`config.mk`:
```
export PLATFORM = sky130hd
export DESIGN_NAME = toy_register_machine_step_unit
export DESIGN_NICKNAME = d
export VERILOG_FILES = /design/src/rtl/core/trm_pkg.sv /design/src/rtl/core/trm_ram.sv /design/src/rtl/core/trm_muldiv.sv /design/src/rtl/core/toy_register_machine_step_unit.sv
export SDC_FILE = /design/constraint.sdc
export NUM_CORES = 2
export LEC_CHECK = 0
export ABC_CLOCK_PERIOD_IN_PS = 4700
export BUFFER_PORTS_ARGS = -buffer_cell sky130_fd_sc_hd__buf_2
export CAP_MARGIN = 20
export CORE_ASPECT_RATIO = 1.5
export CORE_MARGIN = 2
export CORE_UTILIZATION = 55
export DETAILED_ROUTE_END_ITERATION = 6
export PLACE_DENSITY = 0.74
export SETUP_SLACK_MARGIN = 0.15
export SLEW_MARGIN = 20
export SYNTH_ARGS = -nofsm -noshare
export SYNTH_HDL_FRONTEND = slang
export SYNTH_HIERARCHICAL = 1
export SYNTH_SLANG_ARGS = --single-unit
```
`constraint.sdc`:
```
create_clock -name aclk -period 4.7 [get_ports aclk]
set_clock_uncertainty 0.1 [all_clocks]
set_input_delay 0.705 -clock aclk [delete_from_list [all_inputs] [get_ports aclk]]
set_output_delay 0.705 -clock aclk [all_outputs]
set_load 0.02 [all_outputs]
```
`src/rtl/core/trm_pkg.sv`:
```
// shared types and codes for the toy register machine step unit
package trm_pkg;

    localparam int OPND_W = 5;
    localparam int PC_W   = 5;
    localparam int EXT_W  = 32;

    localparam logic [3:0] OP_ADD   = 4'd0;
    localparam logic [3:0] OP_SUB   = 4'd1;
    localparam logic [3:0] OP_MUL   = 4'd2;
    localparam logic [3:0] OP_DIV   = 4'd3;
    localparam logic [3:0] OP_LOAD  = 4'd4;
    localparam logic [3:0] OP_STORE = 4'd5;
    localparam logic [3:0] OP_JUMP  = 4'd6;
    localparam logic [3:0] OP_BEQ   = 4'd7;
    localparam logic [3:0] OP_BPOS  = 4'd8;
    localparam logic [3:0] OP_BNEG  = 4'd9;
    localparam logic [3:0] OP_SHOW  = 4'd10;
    localparam logic [3:0] OP_ENTER = 4'd11;
    localparam logic [3:0] OP_HALT  = 4'd12;

    localparam logic [1:0] ST_OK    = 2'd0;
    localparam logic [1:0] ST_DIVZ  = 2'd1;
    localparam logic [1:0] ST_HALT  = 2'd2;
    localparam logic [1:0] ST_UNDEF = 2'd3;

    typedef struct packed {
        logic [3:0]        opcode;
        logic [OPND_W-1:0] first_operand;
        logic [OPND_W-1:0] second_operand;
        logic [OPND_W-1:0] third_operand;
        logic signed [EXT_W-1:0] entered_value;
    } trm_in_t;

    typedef struct packed {
        logic [PC_W-1:0]         next_pc;
        logic [1:0]              status;
        logic signed [EXT_W-1:0] shown_value;
        logic                    show_valid;
    } trm_out_t;

    typedef struct packed {
        logic start;
        logic is_mul;
    } trm_md_req_t;

    typedef struct packed {
        logic busy;
        logic done;
    } trm_md_rsp_t;

endpackage

```
`src/rtl/core/trm_ram.sv`:
```
// generic single-write, single-read ram with registered read data
module trm_ram #(
    parameter int WIDTH = 32,
    parameter int DEPTH = 32
) (
    input  logic                     aclk,
    input  logic                     we,
    input  logic [$clog2(DEPTH)-1:0] waddr,
    input  logic [WIDTH-1:0]         wdata,
    input  logic [$clog2(DEPTH)-1:0] raddr,
    output logic [WIDTH-1:0]         rdata
);

    logic [WIDTH-1:0] mem [DEPTH];
    logic [WIDTH-1:0] rdata_reg;

    always_ff @(posedge aclk) begin
        if (we) begin
            mem[waddr] <= wdata;
        end
        rdata_reg <= mem[raddr];
    end

    assign rdata = rdata_reg;

endmodule

```
`src/rtl/core/trm_muldiv.sv`:
```
// shared iterative unit: shift-add multiply and signed restoring divide, one bit per cycle
module trm_muldiv
    import trm_pkg::*;
#(
    parameter int WIDTH = 32
) (
    input  logic             aclk,
    input  logic             aresetn,
    input  trm_md_req_t      req,
    input  logic [WIDTH-1:0] opa,
    input  logic [WIDTH-1:0] opb,
    output trm_md_rsp_t      rsp,
    output logic [WIDTH-1:0] result
);

    localparam int CW = $clog2(WIDTH);

    logic             busy_reg;
    logic             done_reg;
    logic             mul_reg;
    logic             neg_reg;
    logic [CW-1:0]    cnt_reg;
    logic [WIDTH-1:0] acc_reg;
    logic [WIDTH-1:0] x_reg;
    logic [WIDTH-1:0] y_reg;

    logic [WIDTH-1:0] acc_next;
    logic [WIDTH-1:0] x_next;
    logic [WIDTH-1:0] y_next;
    logic [WIDTH-1:0] rem_sh;
    logic             ge;
    logic [WIDTH-1:0] mag_a;
    logic [WIDTH-1:0] mag_b;

    always_comb begin
        mag_a  = opa[WIDTH-1] ? ('0 - opa) : opa;
        mag_b  = opb[WIDTH-1] ? ('0 - opb) : opb;
        // remainder stays below the divisor, so its top bit is free for the shift
        rem_sh = {acc_reg[WIDTH-2:0], x_reg[WIDTH-1]};
        ge     = rem_sh >= y_reg;
        if (mul_reg) begin
            acc_next = y_reg[0] ? (acc_reg + x_reg) : acc_reg;
            x_next   = x_reg << 1;
            y_next   = y_reg >> 1;
        end else begin
            acc_next = ge ? (rem_sh - y_reg) : rem_sh;
            x_next   = {x_reg[WIDTH-2:0], ge};
            y_next   = y_reg;
        end
    end

    always_ff @(posedge aclk) begin
        if (!aresetn) begin
            busy_reg <= 1'b0;
            done_reg <= 1'b0;
        end else begin
            done_reg <= !req.start && busy_reg && (cnt_reg == CW'(WIDTH - 1));
            if (req.start) begin
                busy_reg <= 1'b1;
                mul_reg  <= req.is_mul;
                neg_reg  <= opa[WIDTH-1] ^ opb[WIDTH-1];
                cnt_reg  <= '0;
                acc_reg  <= '0;
                x_reg    <= req.is_mul ? opa : mag_a;
                y_reg    <= req.is_mul ? opb : mag_b;
            end else if (busy_reg) begin
                acc_reg <= acc_next;
                x_reg   <= x_next;
                y_reg   <= y_next;
                cnt_reg <= cnt_reg + CW'(1);
                if (cnt_reg == CW'(WIDTH - 1)) begin
                    busy_reg <= 1'b0;
                end
            end
        end
    end

    assign result   = mul_reg ? acc_reg : (neg_reg ? ('0 - x_reg) : x_reg);
    assign rsp.busy = busy_reg;
    assign rsp.done = done_reg;

`ifndef ASSERT_OFF
    a_start_idle: assert property (@(posedge aclk) disable iff (!aresetn)
        req.start |-> !busy_reg)
        else $error("muldiv started while busy");

    a_div_nonzero: assert property (@(posedge aclk) disable iff (!aresetn)
        (busy_reg && !mul_reg) |-> (y_reg != '0))
        else $error("divide running with zero divisor");

    a_done_after_busy: assert property (@(posedge aclk) disable iff (!aresetn)
        done_reg |-> (!busy_reg && $past(busy_reg)))
        else $error("done without a preceding run");
`endif

endmodule

```
`src/rtl/core/toy_register_machine_step_unit.sv`:
```
// top level of the toy register machine step unit: one instruction per input beat
// each beat passes S_RD_A, S_RD_B and S_EXEC to S_DONE; beats after halt go straight to S_DONE
// mul and div run through S_MD in the bit-serial muldiv unit, divide by zero through S_DZ
// a new beat is taken only in S_IDLE, once S_DONE has passed the previous result to the output register
// reset: synchronous active-low aresetn, then a clearing pass over max(DATA_WORDS, NUM_REGS) addresses
// zeroes both rams while s_ready stays low
module toy_register_machine_step_unit
    import trm_pkg::*;
#(
    parameter int DATA_WORDS = 32,
    parameter int NUM_REGS   = 4,
    parameter int WORD_WIDTH = 32
) (
    input  logic     aclk,
    input  logic     aresetn,
    input  logic     s_valid,
    output logic     s_ready,
    input  trm_in_t  s_data,
    output logic     m_valid,
    input  logic     m_ready,
    output trm_out_t m_data
);

    localparam int REG_AW    = $clog2(NUM_REGS);
    localparam int DATA_AW   = $clog2(DATA_WORDS);
    localparam int CLR_DEPTH = (DATA_WORDS > NUM_REGS) ? DATA_WORDS : NUM_REGS;
    localparam int CLR_AW    = $clog2(CLR_DEPTH);

    typedef enum logic [2:0] {
        S_CLEAR,
        S_IDLE,
        S_RD_A,
        S_RD_B,
        S_EXEC,
        S_MD,
        S_DZ,
        S_DONE
    } state_t;

    // x mod n for a 5-bit x by conditional subtraction of n shifted down
    function automatic logic [OPND_W-1:0] mod_small(input logic [OPND_W-1:0] x,
                                                    input int unsigned n);
        logic [15:0] r;
        logic [15:0] m;
        r = 16'(x);
        for (int k = OPND_W - 1; k >= 0; k--) begin
            m = 16'(n << k);
            if (r >= m) begin
                r = r - m;
            end
        end
        return r[OPND_W-1:0];
    endfunction

    function automatic logic signed [EXT_W-1:0] to_ext(input logic [WORD_WIDTH-1:0] w);
        return EXT_W'(signed'(w));
    endfunction

    state_t                state_reg;
    logic [CLR_AW-1:0]     clr_cnt_reg;
    logic [PC_W-1:0]       pc_reg;
    logic                  halted_reg;
    logic [3:0]            op_reg;
    logic [REG_AW-1:0]     rd_reg;
    logic [REG_AW-1:0]     ra_reg;
    logic [REG_AW-1:0]     rb_reg;
    logic [DATA_AW-1:0]    d1_reg;
    logic [DATA_AW-1:0]    d2_reg;
    logic [OPND_W-1:0]     f1_reg;
    logic [OPND_W-1:0]     f3_reg;
    logic [WORD_WIDTH-1:0] ent_reg;
    logic [WORD_WIDTH-1:0] a_reg;
    logic [WORD_WIDTH-1:0] dm_reg;
    trm_out_t              res_reg;
    logic                  m_valid_reg;
    trm_out_t              m_data_reg;

    logic                  reg_we;
    logic [REG_AW-1:0]     reg_waddr;
    logic [WORD_WIDTH-1:0] reg_wdata;
    logic [REG_AW-1:0]     reg_raddr;
    logic [WORD_WIDTH-1:0] reg_rdata;
    logic                  dat_we;
    logic [DATA_AW-1:0]    dat_waddr;
    logic [WORD_WIDTH-1:0] dat_wdata;
    logic [DATA_AW-1:0]    dat_raddr;
    logic [WORD_WIDTH-1:0] dat_rdata;

    trm_md_req_t           md_req;
    trm_md_rsp_t           md_rsp;
    logic [WORD_WIDTH-1:0] md_result;

    logic [WORD_WIDTH-1:0] b_word;
    logic [WORD_WIDTH-1:0] alu_word;
    logic                  is_branch;
    logic                  taken;
    logic [PC_W-1:0]       pc_seq;
    trm_out_t              exec_res;
    state_t                exec_state;

    trm_ram #(
        .WIDTH (WORD_WIDTH),
        .DEPTH (NUM_REGS)
    ) u_reg_ram (
        .aclk  (aclk),
        .we    (reg_we),
        .waddr (reg_waddr),
        .wdata (reg_wdata),
        .raddr (reg_raddr),
        .rdata (reg_rdata)
    );

    trm_ram #(
        .WIDTH (WORD_WIDTH),
        .DEPTH (DATA_WORDS)
    ) u_dat_ram (
        .aclk  (aclk),
        .we    (dat_we),
        .waddr (dat_waddr),
        .wdata (dat_wdata),
        .raddr (dat_raddr),
        .rdata (dat_rdata)
    );

    trm_muldiv #(
        .WIDTH (WORD_WIDTH)
    ) u_muldiv (
        .aclk    (aclk),
        .aresetn (aresetn),
        .req     (md_req),
        .opa     (a_reg),
        .opb     (b_word),
        .rsp     (md_rsp),
        .result  (md_result)
    );

    // second register read lands straight from the ram output in S_EXEC
    assign b_word    = reg_rdata;
    assign alu_word  = (op_reg == OP_SUB) ? (a_reg - b_word) : (a_reg + b_word);
    assign is_branch = (op_reg == OP_BEQ) || (op_reg == OP_BPOS) || (op_reg == OP_BNEG);
    assign pc_seq    = pc_reg + PC_W'(1);

    always_comb begin
        unique case (op_reg) inside
            OP_BEQ:  taken = (a_reg == b_word);
            OP_BPOS: taken = (a_reg != '0) && !a_reg[WORD_WIDTH-1];
            OP_BNEG: taken = a_reg[WORD_WIDTH-1];
            default: taken = 1'b0;
        endcase
    end

    // result and next state of the execute cycle
    always_comb begin
        exec_res.next_pc     = pc_seq;
        exec_res.status      = ST_OK;
        exec_res.shown_value = '0;
        exec_res.show_valid  = 1'b0;
        exec_state           = S_DONE;
        unique case (op_reg) inside
            OP_ADD, OP_SUB: begin
                exec_res.shown_value = to_ext(alu_word);
                exec_res.show_valid  = 1'b1;
            end
            OP_MUL: exec_state = S_MD;
            OP_DIV: begin
                if (b_word == '0) begin
                    exec_res.status = ST_DIVZ;
                    exec_state      = S_DZ;
                end else begin
                    exec_state = S_MD;
                end
            end
            OP_LOAD, OP_SHOW: begin
                exec_res.shown_value = to_ext(dm_reg);
                exec_res.show_valid  = 1'b1;
            end
            OP_STORE, OP_ENTER: ;
            OP_JUMP: exec_res.next_pc = f1_reg;
            OP_BEQ, OP_BPOS, OP_BNEG: begin
                if (taken) begin
                    exec_res.next_pc = f3_reg;
                end
            end
            OP_HALT: begin
                exec_res.next_pc = pc_reg;
                exec_res.status  = ST_HALT;
            end
            default: begin
                exec_res.next_pc = pc_reg;
                exec_res.status  = ST_UNDEF;
            end
        endcase
    end

    always_comb begin
        reg_we    = 1'b0;
        reg_waddr = rd_reg;
        reg_wdata = alu_word;
        reg_raddr = ra_reg;
        dat_we    = 1'b0;
        dat_waddr = d1_reg;
        dat_wdata = a_reg;
        dat_raddr = d1_reg;
        md_req    = '0;
        unique case (state_reg)
            S_CLEAR: begin
                reg_we    = 32'(clr_cnt_reg) < NUM_REGS;
                reg_waddr = clr_cnt_reg[REG_AW-1:0];
                reg_wdata = '0;
                dat_we    = 32'(clr_cnt_reg) < DATA_WORDS;
                dat_waddr = clr_cnt_reg[DATA_AW-1:0];
                dat_wdata = '0;
            end
            S_RD_A: begin
                reg_raddr = is_branch ? rd_reg : ra_reg;
                dat_raddr = (op_reg == OP_LOAD) ? d2_reg : d1_reg;
            end
            S_RD_B: begin
                reg_raddr = (op_reg == OP_BEQ) ? ra_reg : rb_reg;
            end
            S_EXEC: begin
                // rd read ahead for the divide-by-zero case
                reg_raddr = rd_reg;
                unique case (op_reg) inside
                    OP_ADD, OP_SUB: reg_we = 1'b1;
                    OP_MUL: begin
                        md_req.start  = 1'b1;
                        md_req.is_mul = 1'b1;
                    end
                    OP_DIV: md_req.start = (b_word != '0);
                    OP_LOAD: begin
                        reg_we    = 1'b1;
                        reg_wdata = dm_reg;
                    end
                    OP_STORE: dat_we = 1'b1;
                    OP_ENTER: begin
                        dat_we    = 1'b1;
                        dat_wdata = ent_reg;
                    end
                    default: ;
                endcase
            end
            S_MD: begin
                reg_we    = md_rsp.done;
                reg_wdata = md_result;
            end
            default: ;
        endcase
    end

    always_ff @(posedge aclk) begin
        if (!aresetn) begin
            state_reg   <= S_CLEAR;
            clr_cnt_reg <= '0;
            pc_reg      <= '0;
            halted_reg  <= 1'b0;
            m_valid_reg <= 1'b0;
        end else begin
            if (m_valid_reg && m_ready && (state_reg != S_DONE)) begin
                m_valid_reg <= 1'b0;
            end
            unique case (state_reg)
                S_CLEAR: begin
                    clr_cnt_reg <= clr_cnt_reg + CLR_AW'(1);
                    if (clr_cnt_reg == CLR_AW'(CLR_DEPTH - 1)) begin
                        state_reg <= S_IDLE;
                    end
                end
                S_IDLE: begin
                    if (s_valid) begin
                        op_reg  <= s_data.opcode;
                        rd_reg  <= REG_AW'(mod_small(s_data.first_operand, NUM_REGS));
                        ra_reg  <= REG_AW'(mod_small(s_data.second_operand, NUM_REGS));
                        rb_reg  <= REG_AW'(mod_small(s_data.third_operand, NUM_REGS));
                        d1_reg  <= DATA_AW'(mod_small(s_data.first_operand, DATA_WORDS));
                        d2_reg  <= DATA_AW'(mod_small(s_data.second_operand, DATA_WORDS));
                        f1_reg  <= s_data.first_operand;
                        f3_reg  <= s_data.third_operand;
                        ent_reg <= WORD_WIDTH'(s_data.entered_value);
                        if (halted_reg) begin
                            res_reg.next_pc     <= pc_reg;
                            res_reg.status      <= ST_HALT;
                            res_reg.shown_value <= '0;
                            res_reg.show_valid  <= 1'b0;
                            state_reg           <= S_DONE;
                        end else begin
                            state_reg <= S_RD_A;
                        end
                    end
                end
                S_RD_A: begin
                    state_reg <= S_RD_B;
                end
                S_RD_B: begin
                    a_reg     <= reg_rdata;
                    dm_reg    <= dat_rdata;
                    state_reg <= S_EXEC;
                end
                S_EXEC: begin
                    res_reg   <= exec_res;
                    state_reg <= exec_state;
                    if (op_reg == OP_HALT) begin
                        halted_reg <= 1'b1;
                    end
                end
                S_MD: begin
                    if (md_rsp.done) begin
                        res_reg.shown_value <= to_ext(md_result);
                        res_reg.show_valid  <= 1'b1;
                        state_reg           <= S_DONE;
                    end
                end
                S_DZ: begin
                    // unchanged destination is shown
                    res_reg.shown_value <= to_ext(reg_rdata);
                    res_reg.show_valid  <= 1'b1;
                    state_reg           <= S_DONE;
                end
                S_DONE: begin
                    if (!m_valid_reg || m_ready) begin
                        m_data_reg  <= res_reg;
                        m_valid_reg <= 1'b1;
                        pc_reg      <= res_reg.next_pc;
                        state_reg   <= S_IDLE;
                    end
                end
                default: state_reg <= S_IDLE;
            endcase
        end
    end

    assign s_ready = (state_reg == S_IDLE);
    assign m_valid = m_valid_reg;
    assign m_data  = m_data_reg;

`ifndef ASSERT_OFF
    a_no_write_idle: assert property (@(posedge aclk) disable iff (!aresetn)
        (state_reg == S_IDLE) |-> (!reg_we && !dat_we))
        else $error("ram write while idle");

    a_md_start_exec: assert property (@(posedge aclk) disable iff (!aresetn)
        md_req.start |-> ((state_reg == S_EXEC) && ((op_reg == OP_MUL) || (op_reg == OP_DIV))))
        else $error("muldiv started outside execute");

    a_halted_pc: assert property (@(posedge aclk) disable iff (!aresetn)
        halted_reg |=> $stable(pc_reg))
        else $error("pc moved after halt");

    a_halted_result: assert property (@(posedge aclk) disable iff (!aresetn)
        (s_valid && s_ready && halted_reg) |=>
        ((state_reg == S_DONE) && (res_reg.status == ST_HALT) && !res_reg.show_valid))
        else $error("beat after halt not answered with halt status");
`endif

endmodule
```
==> impl_metrics.py <==
metrics = {
    "detailed_routing": {
        "ant_nets": 0,
        "vias": 44300,
        "routed_wl_mm": 202,
        "post_drt_wl_per_cell_um": 29.2,
        "vias_per_cell": 6.40,
        "drt_iter0_drc": 4430,
        "remaining_drc_errors": 0,
        "first_pass_iters": 7,
    },
    "layout": {
        "final_area_um2": 77500,
        "fin_cells": 6925,
        "drive_gt1_frac": 0.129,
        "top_register": "u_dat_ram/mem",
        "reg_top3": "u_dat_ram/mem: 1024 flops, u_reg_ram/mem: 128 flops",
        "post-route-util": 0.626,
        "largest_reg_flops": 1024,
        "nets": 5393,
        "area_growth_syn_to_layout_pct": 13.0,
    },
    "floorplan": {
        "initial_core_util": 0.554,
        "pin_count": 97,
        "dieArea_um2": 128000,
        "num_rows": 158,
        "coreArea_um2": 124000,
        "fp.dieH_um": 436,
        "die_w_um": 292,
    },
    "clocking": {
        "post_cts.repair.setup_buffers": 0,
        "cts_sinks": 1531,
        "htreeDepth": 4,
        "root_buffer": "clkbuf_16",
        "ctsResizeCount": 0,
        "cts_hold_buf": 48,
        "clkLatencyLatePin_ns": 0.80,
        "cts_tree": "yes",
        "clk_path_buf_depth": 3,
        "cts_made_buffers": 142,
        "clkSlewWorstSetupHoldPaths_ns": 0.07,
    },
    "timing": {
        "tns_ns": 0,
        "fin_ws_ns": 0.454,
        "slew_headroom": 0.195,
        "tightest_slew_ns": 1.21,
        "setup_violations": 0,
        "hold_viol_final": 0,
        "slew_violations": 0,
        "fin_hold_ws_ns": 0.0728,
        "finalCriticalPeriod_ns": 4.25,
        "finalCritPeriodShare": 0.903,
        "fmax_mhz": 235,
        "rsz0062_at_grt": "no",
    },
    "setup_path": {
        "startpoint_type": "flip-flop",
        "path_cells": "inv_1 > ha_1 > inv_1 > fa_1 > a211oi_1 > o211ai_1 > a211oi_1 > o21bai_1 > a31oi_1 > buf_4 > or4_1 > o311ai_1 > xnor2_1 > mux2i_1 > o21ai_1",
        "critPathArrivalTime_ns": 4.72,
        "r2r_slack_ns": 0.45,
        "worst_path_largest_cell_delay_ns": 0.53,
        "critPathSlowestCell": "a211oi_1",
        "cp-end-kind": "flip-flop",
        "worstSetupPathType": "flip-flop to flip-flop",
        "crit_fanout": 4,
        "critPathRequiredTime_ns": 5.18,
    },
    "yosys": {
        "synth_nets": 5134,
        "netlist_area_um2": 68600,
        "avgSynthCellArea_um2": 13.9,
        "syn_inst": 4941,
        "ys_warn_count": 6,
    },
    "power_and_ir_drop": {
        "sw_frac_of_total": 0.248,
        "total_power_mw": 31.2,
        "pwr-share-comb": 0.111,
        "cellLeakagePower_nw": 27.1,
        "p_switching_mw": 7.76,
        "seq_power_share": 0.516,
        "p_clk_frac": 0.373,
        "peakVddDrop_uv": 394,
        "p_per_area_nw_per_um2": 403,
        "power.internal_mw": 23.5,
    },
    "global_route": {
        "grt_max_degree": 106,
        "grt_pass1_vias": 44300,
        "track_usage": 0.315,
        "grt_overflow": 0,
        "grt_pass1_wl_mm": 291,
        "antenna_found_initial": 8,
    },
    "placed_design": {
        "dp_cells": 6608,
        "place.gp.congestion": 1.00,
        "pre_cts_slack_ns": 0.541,
        "post-dp-hpwl_mm": 134,
        "placed_area_um2": 72300,
        "io_buffers": 96,
    },
    "worst_hold_path": {
        "hp-class": "input pin to flip-flop",
    },
    "job": {
        "cap_violations": 0,
    },
    "run_status": {
        "status": "completed",
    },
}
==> path summary, 6_finish.rpt <==
kind | from | to | cells past startpoint
worst min-delay path | s_data[50] | op_reg[3] | 1
worst min register to register | u_dat_ram/rdata[2] | dm_reg[2] | 0
worst max-delay path | a_reg[0] | u_reg_ram/mem[1][24] | 15
worst max register to register | a_reg[0] | u_reg_ram/mem[1][24] | 15
==> cells in the final DEF (no fill, tap or decap), types with 37 or more instances in the layout <==
cell	count
edfxtp_1	1450
mux2i_1	549
nand2_1	375
a21oi_1	327
buf_4	199
nor2_1	196
o21ai_0	170
clkbuf_16	145
nand3_1	137
ha_1	134
inv_1	127
xnor2_1	106
a22oi_1	101
buf_2	96
a22o_1	89
dfxtp_1	81
xor2_1	72
nor3_1	70
a31oi_1	51
dlygate4sd3_1	48
nor4_1	46
buf_12	39
a211oi_1	38
a21o_1	37
clkbuf_1	37
==> layer usage <==
layer / vias to the layer above / wire [um] / GRT usage
met5: - / 12 / 0
met2: 2106 / 103000 / 0.557
met1: 22000 / 69900 / 0.350
met3: 636 / 13400 / 0.0516
met4: 2 / 15400 / 0.210
li1: 19600 / - / -
==> layout make-up <==
class,count,area (um2)
repair buffers,382,3240
well taps,1600,2000
multi-input cells,3015,21900
clock buffers,193,3920
fillers,9113,46300
diodes,5,12.5
flip-flops and latches,1531,45200
inverters,128,480
clock inverters,71,782
==> power by group through the flow <==
stage / logic [mW] / clock network, mW / registers (mW)
floorplan: 1.83 / 0 / 16.4
global placement: 3.30 / 0 / 16.3
detailed placement: 3.33 / 0 / 16.4
CTS: 3.38 / 11.8 / 16.1
global route: 3.61 / 12.3 / 16.1
finish: 3.46 / 11.7 / 16.1
==> worst max-delay path: cells and delay by family (launching register included) <==
family / cells / cell delay (ns)
fa+ha+maj: 2 / 0.57
flops: 1 / 0.39
buf+inv: 3 / 0.33
xor+xnor: 1 / 0.40
compound gates: 7 / 1.96
simple gates: 1 / 0.11
mux: 1 / 0.14
No activity file was read; power rests on OpenSTA's default activity.
